### config.mk
export PLATFORM = sky130hd
export DESIGN_NAME = four_channel_dma_address_engine
export DESIGN_NICKNAME = d
export VERILOG_FILES = /design/src/sv/fcdma_pkg.sv /design/src/sv/fcdma_arb.sv /design/src/sv/fcdma_core.sv /design/src/sv/fcdma_outreg.sv /design/src/sv/four_channel_dma_address_engine.sv
export SDC_FILE = /design/constraint.sdc
export NUM_CORES = 2
export LEC_CHECK = 0
export BUFFER_PORTS_ARGS = -buffer_cell sky130_fd_sc_hd__buf_2
export CORE_MARGIN = 10
export CORE_UTILIZATION = 50
export CTS_CLUSTER_DIAMETER = 60
export DETAILED_ROUTE_END_ITERATION = 7
export PLACE_DENSITY = 0.66
export SLEW_MARGIN = 10
export SYNTH_ARGS = -nofsm -noshare
export SYNTH_HDL_FRONTEND = slang
export SYNTH_HIERARCHICAL = 1
export SYNTH_SLANG_ARGS = --single-unit
### constraint.sdc
create_clock -name clk_i -period 15.2 [get_ports clk_i]
set_clock_uncertainty 0.15 [all_clocks]
set_input_delay 4.56 -clock clk_i [delete_from_list [all_inputs] [get_ports clk_i]]
set_output_delay 4.56 -clock clk_i [all_outputs]
set_load 0.005 [all_outputs]
### src/sv/fcdma_pkg.sv
// Shared types, constants and helpers for the four-channel dma address engine.
// No dependencies; every other file refers to it by scoped names.
package fcdma_pkg;

  // number of implemented channels (channel field stays two bits wide)
  localparam int CHANNELS = 4;

  localparam int CH_W     = 2;
  localparam int ADDR_W   = 32;
  localparam int CNT_W    = 16;
  localparam int CTL_W    = 16;

  // control register fields
  localparam int DMODE_LO = 5;
  localparam int SMODE_LO = 7;
  localparam int WSZ_BIT  = 10;
  localparam int IRQ_BIT  = 14;

  // unit sizes in bytes
  localparam logic [ADDR_W-1:0] SIZE_WORD = ADDR_W'(4);
  localparam logic [ADDR_W-1:0] SIZE_HALF = ADDR_W'(2);

  // stream widths
  localparam int IN_TDATA_W  = 40;
  localparam int IN_TUSER_W  = 2;
  localparam int OUT_TDATA_W = 72;

  typedef enum logic [1:0] {
    OP_WRITE = 2'd0,
    OP_START = 2'd1,
    OP_STEP  = 2'd2,
    OP_NONE  = 2'd3
  } opcode_e;

  typedef enum logic [1:0] {
    REG_SRC  = 2'd0,
    REG_DST  = 2'd1,
    REG_CNT  = 2'd2,
    REG_CTL  = 2'd3
  } reg_sel_e;

  typedef enum logic [1:0] {
    AM_INC    = 2'd0,
    AM_DEC    = 2'd1,
    AM_FIXED  = 2'd2,
    AM_RELOAD = 2'd3
  } addr_mode_e;

  // one input item
  typedef struct packed {
    opcode_e             opcode;
    logic [CH_W-1:0]     channel;
    reg_sel_e            register_select;
    logic [ADDR_W-1:0]   register_value;
  } in_item_t;

  // one result item
  typedef struct packed {
    logic                access_valid;
    logic [CH_W-1:0]     served_channel;
    logic [ADDR_W-1:0]   read_address;
    logic [ADDR_W-1:0]   write_address;
    logic                word_size;
    logic                last_unit;
    logic                irq_request;
  } out_item_t;

  // channel choice for a step
  typedef struct packed {
    logic                found;
    logic                from_pending;
    logic [CH_W-1:0]     ch;
  } chan_sel_t;

  // address after one unit
  function automatic logic [ADDR_W-1:0] step_address(
    input logic [ADDR_W-1:0] addr,
    input addr_mode_e        mode,
    input logic [ADDR_W-1:0] size
  );
    logic [ADDR_W-1:0] res;
    case (mode)
      AM_INC, AM_RELOAD: res = addr + size;
      AM_DEC:            res = addr - size;
      default:           res = addr;
    endcase
    return res;
  endfunction

endpackage

### src/sv/fcdma_arb.sv
// Channel choice for a step: the active channel, else the lowest pending one.
// Depends on fcdma_pkg.
module fcdma_arb (
  input  logic [fcdma_pkg::CHANNELS-1:0] pending_i,
  input  logic                           active_i,
  input  logic [fcdma_pkg::CH_W-1:0]     active_ch_i,
  output fcdma_pkg::chan_sel_t           sel_o
);

  // lowest set pending bit, scanned from the top so the lowest wins
  always_comb begin
    sel_o = '0;
    if (active_i) begin
      sel_o.found = 1'b1;
      sel_o.ch    = active_ch_i;
    end else begin
      for (int i = fcdma_pkg::CHANNELS - 1; i >= 0; i--) begin
        if (pending_i[i]) begin
          sel_o.found        = 1'b1;
          sel_o.from_pending = 1'b1;
          sel_o.ch           = fcdma_pkg::CH_W'(i);
        end
      end
    end
  end

endmodule

### src/sv/fcdma_core.sv
// Channel register file and single-pass item execution for the dma engine.
// Depends on fcdma_pkg and fcdma_arb.
module fcdma_core (
  input  logic                 clk_i,
  input  logic                 rst_ni,
  input  logic                 proc_i,
  input  fcdma_pkg::in_item_t  item_i,
  output logic                 res_valid_o,
  output fcdma_pkg::out_item_t res_o
);

  localparam int N = fcdma_pkg::CHANNELS;
  localparam int AW = fcdma_pkg::ADDR_W;

  logic [AW-1:0]                src_q  [N];
  logic [AW-1:0]                src_d  [N];
  logic [AW-1:0]                dst_q  [N];
  logic [AW-1:0]                dst_d  [N];
  logic [AW-1:0]                sdst_q [N];
  logic [AW-1:0]                sdst_d [N];
  logic [fcdma_pkg::CNT_W-1:0]  wcnt_q [N];
  logic [fcdma_pkg::CNT_W-1:0]  wcnt_d [N];
  logic [fcdma_pkg::CTL_W-1:0]  ctl_q  [N];
  logic [fcdma_pkg::CTL_W-1:0]  ctl_d  [N];
  logic [fcdma_pkg::CNT_W-1:0]  rem_q  [N];
  logic [fcdma_pkg::CNT_W-1:0]  rem_d  [N];
  logic [N-1:0]                 pend_q, pend_d;
  logic                         active_q, active_d;
  logic [fcdma_pkg::CH_W-1:0]   act_ch_q, act_ch_d;

  fcdma_pkg::chan_sel_t         sel;

  fcdma_arb u_arb (
    .pending_i   (pend_q),
    .active_i    (active_q),
    .active_ch_i (act_ch_q),
    .sel_o       (sel)
  );

  // one item against the channel state
  always_comb begin
    logic [fcdma_pkg::CH_W-1:0]  ch;
    logic [fcdma_pkg::CH_W-1:0]  c;
    logic                        ch_ok;
    logic [fcdma_pkg::CTL_W-1:0] ctl;
    fcdma_pkg::addr_mode_e       dmode;
    fcdma_pkg::addr_mode_e       smode;
    logic                        wsz;
    logic [AW-1:0]               size;
    logic                        last;

    src_d    = src_q;
    dst_d    = dst_q;
    sdst_d   = sdst_q;
    wcnt_d   = wcnt_q;
    ctl_d    = ctl_q;
    rem_d    = rem_q;
    pend_d   = pend_q;
    active_d = active_q;
    act_ch_d = act_ch_q;
    res_valid_o = 1'b0;
    res_o       = '0;

    ch    = item_i.channel;
    ch_ok = (int'(ch) < N);
    c     = sel.ch;
    ctl   = ctl_q[c];
    dmode = fcdma_pkg::addr_mode_e'(ctl[fcdma_pkg::DMODE_LO +: 2]);
    smode = fcdma_pkg::addr_mode_e'(ctl[fcdma_pkg::SMODE_LO +: 2]);
    wsz   = ctl[fcdma_pkg::WSZ_BIT];
    size  = wsz ? fcdma_pkg::SIZE_WORD : fcdma_pkg::SIZE_HALF;
    last  = (rem_q[c] <= fcdma_pkg::CNT_W'(1));

    if (proc_i) begin
      case (item_i.opcode)
        fcdma_pkg::OP_WRITE: begin
          if (ch_ok) begin
            case (item_i.register_select)
              fcdma_pkg::REG_SRC: src_d[ch] = item_i.register_value;
              fcdma_pkg::REG_DST: dst_d[ch] = item_i.register_value;
              fcdma_pkg::REG_CNT:
                wcnt_d[ch] = item_i.register_value[fcdma_pkg::CNT_W-1:0];
              default:
                ctl_d[ch] = item_i.register_value[fcdma_pkg::CTL_W-1:0];
            endcase
          end
        end
        fcdma_pkg::OP_START: begin
          // a start of the running channel or with zero count is dropped
          if (ch_ok && !(active_q && act_ch_q == ch) &&
              wcnt_q[ch] != '0) begin
            rem_d[ch]  = wcnt_q[ch];
            sdst_d[ch] = dst_q[ch];
            pend_d[ch] = 1'b1;
          end
        end
        fcdma_pkg::OP_STEP: begin
          if (sel.found) begin
            if (sel.from_pending) begin
              pend_d[c] = 1'b0;
            end
            res_valid_o          = 1'b1;
            res_o.access_valid   = 1'b1;
            res_o.served_channel = c;
            res_o.read_address   = src_q[c];
            res_o.write_address  = dst_q[c];
            res_o.word_size      = wsz;
            res_o.last_unit      = last;
            res_o.irq_request    = last & ctl[fcdma_pkg::IRQ_BIT];
            // the forbidden source mode keeps the source fixed
            src_d[c] = fcdma_pkg::step_address(src_q[c],
                         (smode == fcdma_pkg::AM_RELOAD) ? fcdma_pkg::AM_FIXED : smode,
                         size);
            dst_d[c] = fcdma_pkg::step_address(dst_q[c], dmode, size);
            if (last) begin
              rem_d[c] = '0;
              active_d = 1'b0;
              act_ch_d = c;
              if (dmode == fcdma_pkg::AM_RELOAD) begin
                dst_d[c] = sdst_q[c];
              end
            end else begin
              rem_d[c] = rem_q[c] - fcdma_pkg::CNT_W'(1);
              active_d = 1'b1;
              act_ch_d = c;
            end
          end
        end
        default: ;
      endcase
    end
  end

  // channel state registers
  always_ff @(posedge clk_i or negedge rst_ni) begin
    if (!rst_ni) begin
      for (int i = 0; i < N; i++) begin
        src_q[i]  <= '0;
        dst_q[i]  <= '0;
        sdst_q[i] <= '0;
        wcnt_q[i] <= '0;
        ctl_q[i]  <= '0;
        rem_q[i]  <= '0;
      end
      pend_q   <= '0;
      active_q <= 1'b0;
      act_ch_q <= '0;
    end else begin
      src_q    <= src_d;
      dst_q    <= dst_d;
      sdst_q   <= sdst_d;
      wcnt_q   <= wcnt_d;
      ctl_q    <= ctl_d;
      rem_q    <= rem_d;
      pend_q   <= pend_d;
      active_q <= active_d;
      act_ch_q <= act_ch_d;
    end
  end

  // running channel is never also pending
  a_active_not_pending: assert property (@(posedge clk_i) disable iff (!rst_ni)
    active_q |-> !pend_q[act_ch_q])
    else $error("active channel still marked pending");

  // running channel always has units left
  a_active_has_units: assert property (@(posedge clk_i) disable iff (!rst_ni)
    active_q |-> rem_q[act_ch_q] != '0)
    else $error("active channel with no remaining units");

  // the final unit ends the transfer
  a_last_clears_active: assert property (@(posedge clk_i) disable iff (!rst_ni)
    (res_valid_o && res_o.last_unit) |=> !active_q)
    else $error("channel still active after its last unit");

endmodule

### src/sv/fcdma_outreg.sv
// Result register of the dma engine with its stream-side handshake.
// Depends on fcdma_pkg.
module fcdma_outreg (
  input  logic                 clk_i,
  input  logic                 rst_ni,
  input  logic                 proc_i,
  input  logic                 res_valid_i,
  input  fcdma_pkg::out_item_t res_i,
  input  logic                 ready_i,
  output logic                 free_o,
  output logic                 valid_o,
  output fcdma_pkg::out_item_t res_o
);

  logic                 vld_q, vld_d;
  fcdma_pkg::out_item_t res_q;

  // empty, or emptied by the receiver in this cycle
  assign free_o  = !vld_q || ready_i;
  assign valid_o = vld_q;
  assign res_o   = res_q;

  // valid follows the executed item, else drops when taken
  always_comb begin
    if (proc_i) begin
      vld_d = res_valid_i;
    end else begin
      vld_d = vld_q && !ready_i;
    end
  end

  always_ff @(posedge clk_i or negedge rst_ni) begin
    if (!rst_ni) begin
      vld_q <= 1'b0;
    end else begin
      vld_q <= vld_d;
    end
  end

  // payload, no reset
  always_ff @(posedge clk_i) begin
    if (proc_i && res_valid_i) begin
      res_q <= res_i;
    end
  end

endmodule

### src/sv/four_channel_dma_address_engine.sv
// Top level of the four-channel dma address engine: input register, core, result register.
// Depends on fcdma_pkg, fcdma_core and fcdma_arb, fcdma_outreg.
//
// Usage:
//   The slave stream carries commands: tuser holds the opcode (register write,
//   channel start, step). tdata holds channel, register select and value.
//   A register write sets a channel's source, destination, word count or
//   control; a start arms the channel; each step issues one transfer unit of
//   the active or lowest pending channel and yields one item on the master
//   stream. Writes, starts and idle steps yield no item.
//   The master stream carries the unit: tdata holds access flag, channel, read
//   and write address and interrupt flag, tuser the word size, tlast the
//   final unit of the channel's transfer.
//   An accepted item waits in the input register until the result register is
//   free, then is executed and its result offered. Throughput is one item per
//   cycle unless the receiver stalls, set by the channel register read-modify-write.
//   Reset clears all channel registers, pending marks and the active channel.
//   When the receiver stalls, the result register holds its item, the input
//   register holds the next one and tready drops until the result is taken.
module four_channel_dma_address_engine (
  input  logic                                clk_i,
  input  logic                                rst_ni,
  input  logic                                s_axis_tvalid,
  output logic                                s_axis_tready,
  // channel [1:0], register_select [3:2], register_value [35:4], zero pad
  input  logic [fcdma_pkg::IN_TDATA_W-1:0]    s_axis_tdata,
  // opcode [1:0]
  input  logic [fcdma_pkg::IN_TUSER_W-1:0]    s_axis_tuser,
  output logic                                m_axis_tvalid,
  input  logic                                m_axis_tready,
  // access_valid [0], served_channel [2:1], read_address [34:3],
  // write_address [66:35], irq_request [67], zero pad
  output logic [fcdma_pkg::OUT_TDATA_W-1:0]   m_axis_tdata,
  // word_size [0]
  output logic                                m_axis_tuser,
  output logic                                m_axis_tlast
);

  logic                 in_vld_q, in_vld_d;
  fcdma_pkg::in_item_t  in_q;
  fcdma_pkg::in_item_t  in_item;
  logic                 proc;
  logic                 out_free;
  logic                 res_valid;
  fcdma_pkg::out_item_t res;
  fcdma_pkg::out_item_t out_res;

  // unpack the slave item
  always_comb begin
    in_item.opcode          = fcdma_pkg::opcode_e'(s_axis_tuser);
    in_item.channel         = s_axis_tdata[1:0];
    in_item.register_select = fcdma_pkg::reg_sel_e'(s_axis_tdata[3:2]);
    in_item.register_value  = s_axis_tdata[35:4];
  end

  // execute when an item waits and the result register can take it
  assign proc          = in_vld_q && out_free;
  assign s_axis_tready = !in_vld_q || proc;

  always_comb begin
    if (s_axis_tvalid && s_axis_tready) begin
      in_vld_d = 1'b1;
    end else begin
      in_vld_d = in_vld_q && !proc;
    end
  end

  // input register
  always_ff @(posedge clk_i or negedge rst_ni) begin
    if (!rst_ni) begin
      in_vld_q <= 1'b0;
    end else begin
      in_vld_q <= in_vld_d;
    end
  end

  always_ff @(posedge clk_i) begin
    if (s_axis_tvalid && s_axis_tready) begin
      in_q <= in_item;
    end
  end

  fcdma_core u_core (
    .clk_i       (clk_i),
    .rst_ni      (rst_ni),
    .proc_i      (proc),
    .item_i      (in_q),
    .res_valid_o (res_valid),
    .res_o       (res)
  );

  fcdma_outreg u_outreg (
    .clk_i       (clk_i),
    .rst_ni      (rst_ni),
    .proc_i      (proc),
    .res_valid_i (res_valid),
    .res_i       (res),
    .ready_i     (m_axis_tready),
    .free_o      (out_free),
    .valid_o     (m_axis_tvalid),
    .res_o       (out_res)
  );

  // pack the master item
  assign m_axis_tdata = {4'b0000, out_res.irq_request, out_res.write_address,
                         out_res.read_address, out_res.served_channel,
                         out_res.access_valid};
  assign m_axis_tuser = out_res.word_size;
  assign m_axis_tlast = out_res.last_unit;

endmodule
==> results.py <==
metrics = {
    "finish": {
        "commonest_non_fill_non_tap_cells_in_the_layout": "dfrtp_1, nand2_1, o21ai_0",
        "num-fill-cells": 5986,
        "ratio_of_cells_with_drive_above_1_in_the_final_layout_pct": 21.5,
        "finish.cell_count_without_fillers": 4345,
        "fin_nets": 3429,
        "seqCellArea_um2": 16900,
        "multi_input_combinational_cell_area_um2": 18200,
        "area_growth_syn_to_layout_pct": 10.9,
        "layout_commonest_cell": "dfrtp_1",
    },
    "synth": {
        "syn-instance-count": 3316,
        "synth.area.mux_share_pct": 15.9,
        "synth-compound-area-share_pct": 20.7,
        "yosysUniqueCellTypes": 92,
        "synth_simple_gate_area_share_pct": 10.4,
        "yosys_warnings": 6,
        "synth-adder-area-share_pct": 1.69,
        "number_of_enable_flip_flop_cells_after_synthesis": 108,
        "cell_area_synth_um2": 36100,
        "ys_seq_elements": 653,
        "synth-seq-area-share_pct": 46.8,
        "asyncSetResetFlopFracSynth_pct": 83.5,
        "synth_top_family_by_area": "compound AO/OA/AOI/OAI gates",
        "dominantRegCellSynth": "dfrtp_1",
        "synth.avg_cell_area_um2": 10.9,
        "yosys.area_share.xor_xnor_pct": 1.36,
    },
    "setup_path": {
        "r2r-start": "u_core/active_q",
        "worst-endpoint-required_ns": 10.49,
        "startpoint": "m_axis_tready",
        "critical_path_peak_fanout": 3,
        "timing_worst_setup_path_type": "input port to output pin",
        "crit_path_end_kind": "output pin",
        "timing.critical_path.from_type": "input port",
        "crit_arrival_ns": 5.05,
    },
    "routing": {
        "detailedRoute.firstIterationViolations": 4076,
        "viasPerCell": 6.97,
        "drt_wl_total_um": 127000,
        "ant_nets": 0,
        "dr_total_vias": 30300,
        "drt_pre_antenna_iters": 6,
        "drcViolationCount": 0,
        "routed_wire_length_per_instance_um": 29.3,
    },
    "floorplanning": {
        "initial_utilization_pct": 50.5,
        "die_x_um": 289,
        "number_of_top_level_design_ports": 122,
        "fp-row-count": 98,
        "die-area_um2": 83300,
        "chipHeight_um": 289,
        "core_um2": 71500,
    },
    "min_path": {
        "worstHoldPathType": "register to register",
        "hp-start": "u_core/src_q[0]",
    },
    "sta": {
        "report.final.hold_viol_count": 0,
        "final_slew_violations": 0,
        "max_freq_mhz": 102,
        "fin_tns_setup_ns": 0,
        "max_slew_margin_pct": 13.5,
        "rsz0062_at_grt": "no",
        "final.min_clock_period_ns": 9.76,
        "final-setup-viol-count": 0,
        "fin_crit_sh_pct": 64.2,
        "worst-slew-pin-transition_ns": 1.29,
    },
    "global_routing": {
        "number_of_global_route_vias_before_repair": 30400,
        "grt_first_pass_wirelength_um": 191000,
        "antenna_found_initial": 2,
        "grt_overflow_total": 0,
        "grt_max_degree": 154,
        "grt_usage_pct": 30.0,
    },
    "clocking": {
        "hold_buffers": 0,
        "clockBufferDepth": 3,
        "post-cts-setup-buffer-count": 0,
        "cts_htree_levels": 3,
        "numClockSinks": 653,
        "cts_tree": "done",
        "post_cts_resized": 0,
        "clk_pin_slew_worst_paths_ns": 0.06,
        "worst_skew_pair.late_latency_ns": 0.64,
        "clockRootBuffer": "clkbuf_16",
        "cts_buffers": 76,
    },
    "placement": {
        "place_congestion": 0.969,
        "detailed_place_hpwl_um": 83100,
        "port_buffers": 113,
        "dp_cells": 4206,
    },
    "outcome": {
        "run_status": "finished clean",
    },
    "power": {
        "leakage_nw": 16.6,
        "power.density_cell_area_nw_per_um2": 220,
        "ir_worst_vdd_v": 0.000145,
    },
    "run": {
        "maxCapViolations": 0,
    },
}
==> cell type report <==
type	instances	area share, %
Sequential cell	653	42.2
Timing Repair Buffer	190	2.91
Antenna cell	1	0.00625
Clock buffer	104	5.19
Tap cell	950	2.97
Multi-Input combinational cell	2384	45.5
Clock inverter	33	0.938
Inverter	30	0.285
==> cells by family (layout without fill, tap and decap cells) <==
kind of cell	Yosys count	after routing
other	1	5
adders and majority gates	49	49
and+or+nand+nor	785	785
muxes	375	375
DFF	653	653
AOI/OAI and AO/OA	1115	1115
xor gates and xnor gates	56	56
buffers and inverters	282	357
==> per-layer routing <==
metal	part of all wire [%]	vias up	track usage (%)
met3	11	435	8.16
met2	44	2051	45.2
li1	-	12600	-
met4	6.5	0	18.4
met1	38	15200	38.3
met5	0	-	0
==> where the power goes <==
group / total, mW / switching, mW / leakage [nW] / internal (mW)
registers: 2.64 / 0.350 / 8.11 / 2.29
clock network: 1.83 / 0.776 / 1.19 / 1.05
logic: 4.33 / 2.75 / 7.34 / 1.58
total: 8.80 / 3.88 / 16.6 / 4.92
==> registers in the layout, indices dropped and copies added (netlist names) <==
register          cells
u_core/wcnt_q        64
u_outreg/res_o       70
u_core/dst_q        128
u_core/ctl_q         24
in_vld_q              1
u_core/active_q       1
u_core/act_ch_q       2
in_q                 38
u_core/sdst_q       128
u_core/src_q        128
u_core/rem_q         64
u_core/pend_q         4
u_outreg/valid_o      1
==> final timing paths <==
kind	endpoint	slack, ns	cells after the start
hold / removal	u_core/src_q[0]	0.32	2
setup reg to reg	u_core/dst_q[126]	7.49	18
setup / recovery	s_axis_tready	5.44	4
hold reg to reg	u_core/src_q[0]	0.32	2
max in group asynchronous	u_core/wcnt_q[44]	8.67	3
min in group asynchronous	u_core/src_q[79]	3.79	1
==> critical path: stages <==
cell      delay (ns)
buf_2           0.09
nand2b_4        0.13
nand2b_4        0.14
buf_2           0.12
==> cell usage after synthesis, types with 20 or more instances <==
cell       number  area (um2)
dfrtp_1       545       13600
nand2_1       323        1210
o21ai_0       283        1420
mux2_2        222        2500
a21oi_1       214        1070
clkbuf_1      185         694
nor2_1        158         593
mux4_2        136        3060
a22o_1        109         955
edfxtp_1      108        3240
a22oi_1        88         661
and2_1         81         507
o2bb2ai_1      66         578
ha_1           48         601
o211ai_1       42         315
nor3_1         39         195
nand2b_1       37         231
a211oi_1       34         255
xnor2_1        34         298
o22ai_1        31         194
buf_2          30         150
a21boi_0       28         210
inv_1          28         105
buf_1          27         101
nand3_1        26         130
a21o_1         25         188
and3_1         24         150
o21ai_1        22         110
o31ai_1        22         165
xor2_1         22         193
a31oi_1        20         125
==> metrics by stage <==
stage	hold WS, ns	cell area [um2]	total power [mW]	setup WS [ns]	utilization (%)
6_report	0.324	40000	8.80	5.44	56.0
5_1_grt	0.353	40000	9.23	5.41	56.0
4_1_cts	0.328	40000	8.68	5.44	56.0
3_5_place_dp	0.316	37600	6.84	5.44	52.5
3_3_place_gp	0.305	37600	6.69	5.43	52.5
2_1_floorplan	0.295	36100	5.54	5.67	-
(Power assumes the default switching activity.)
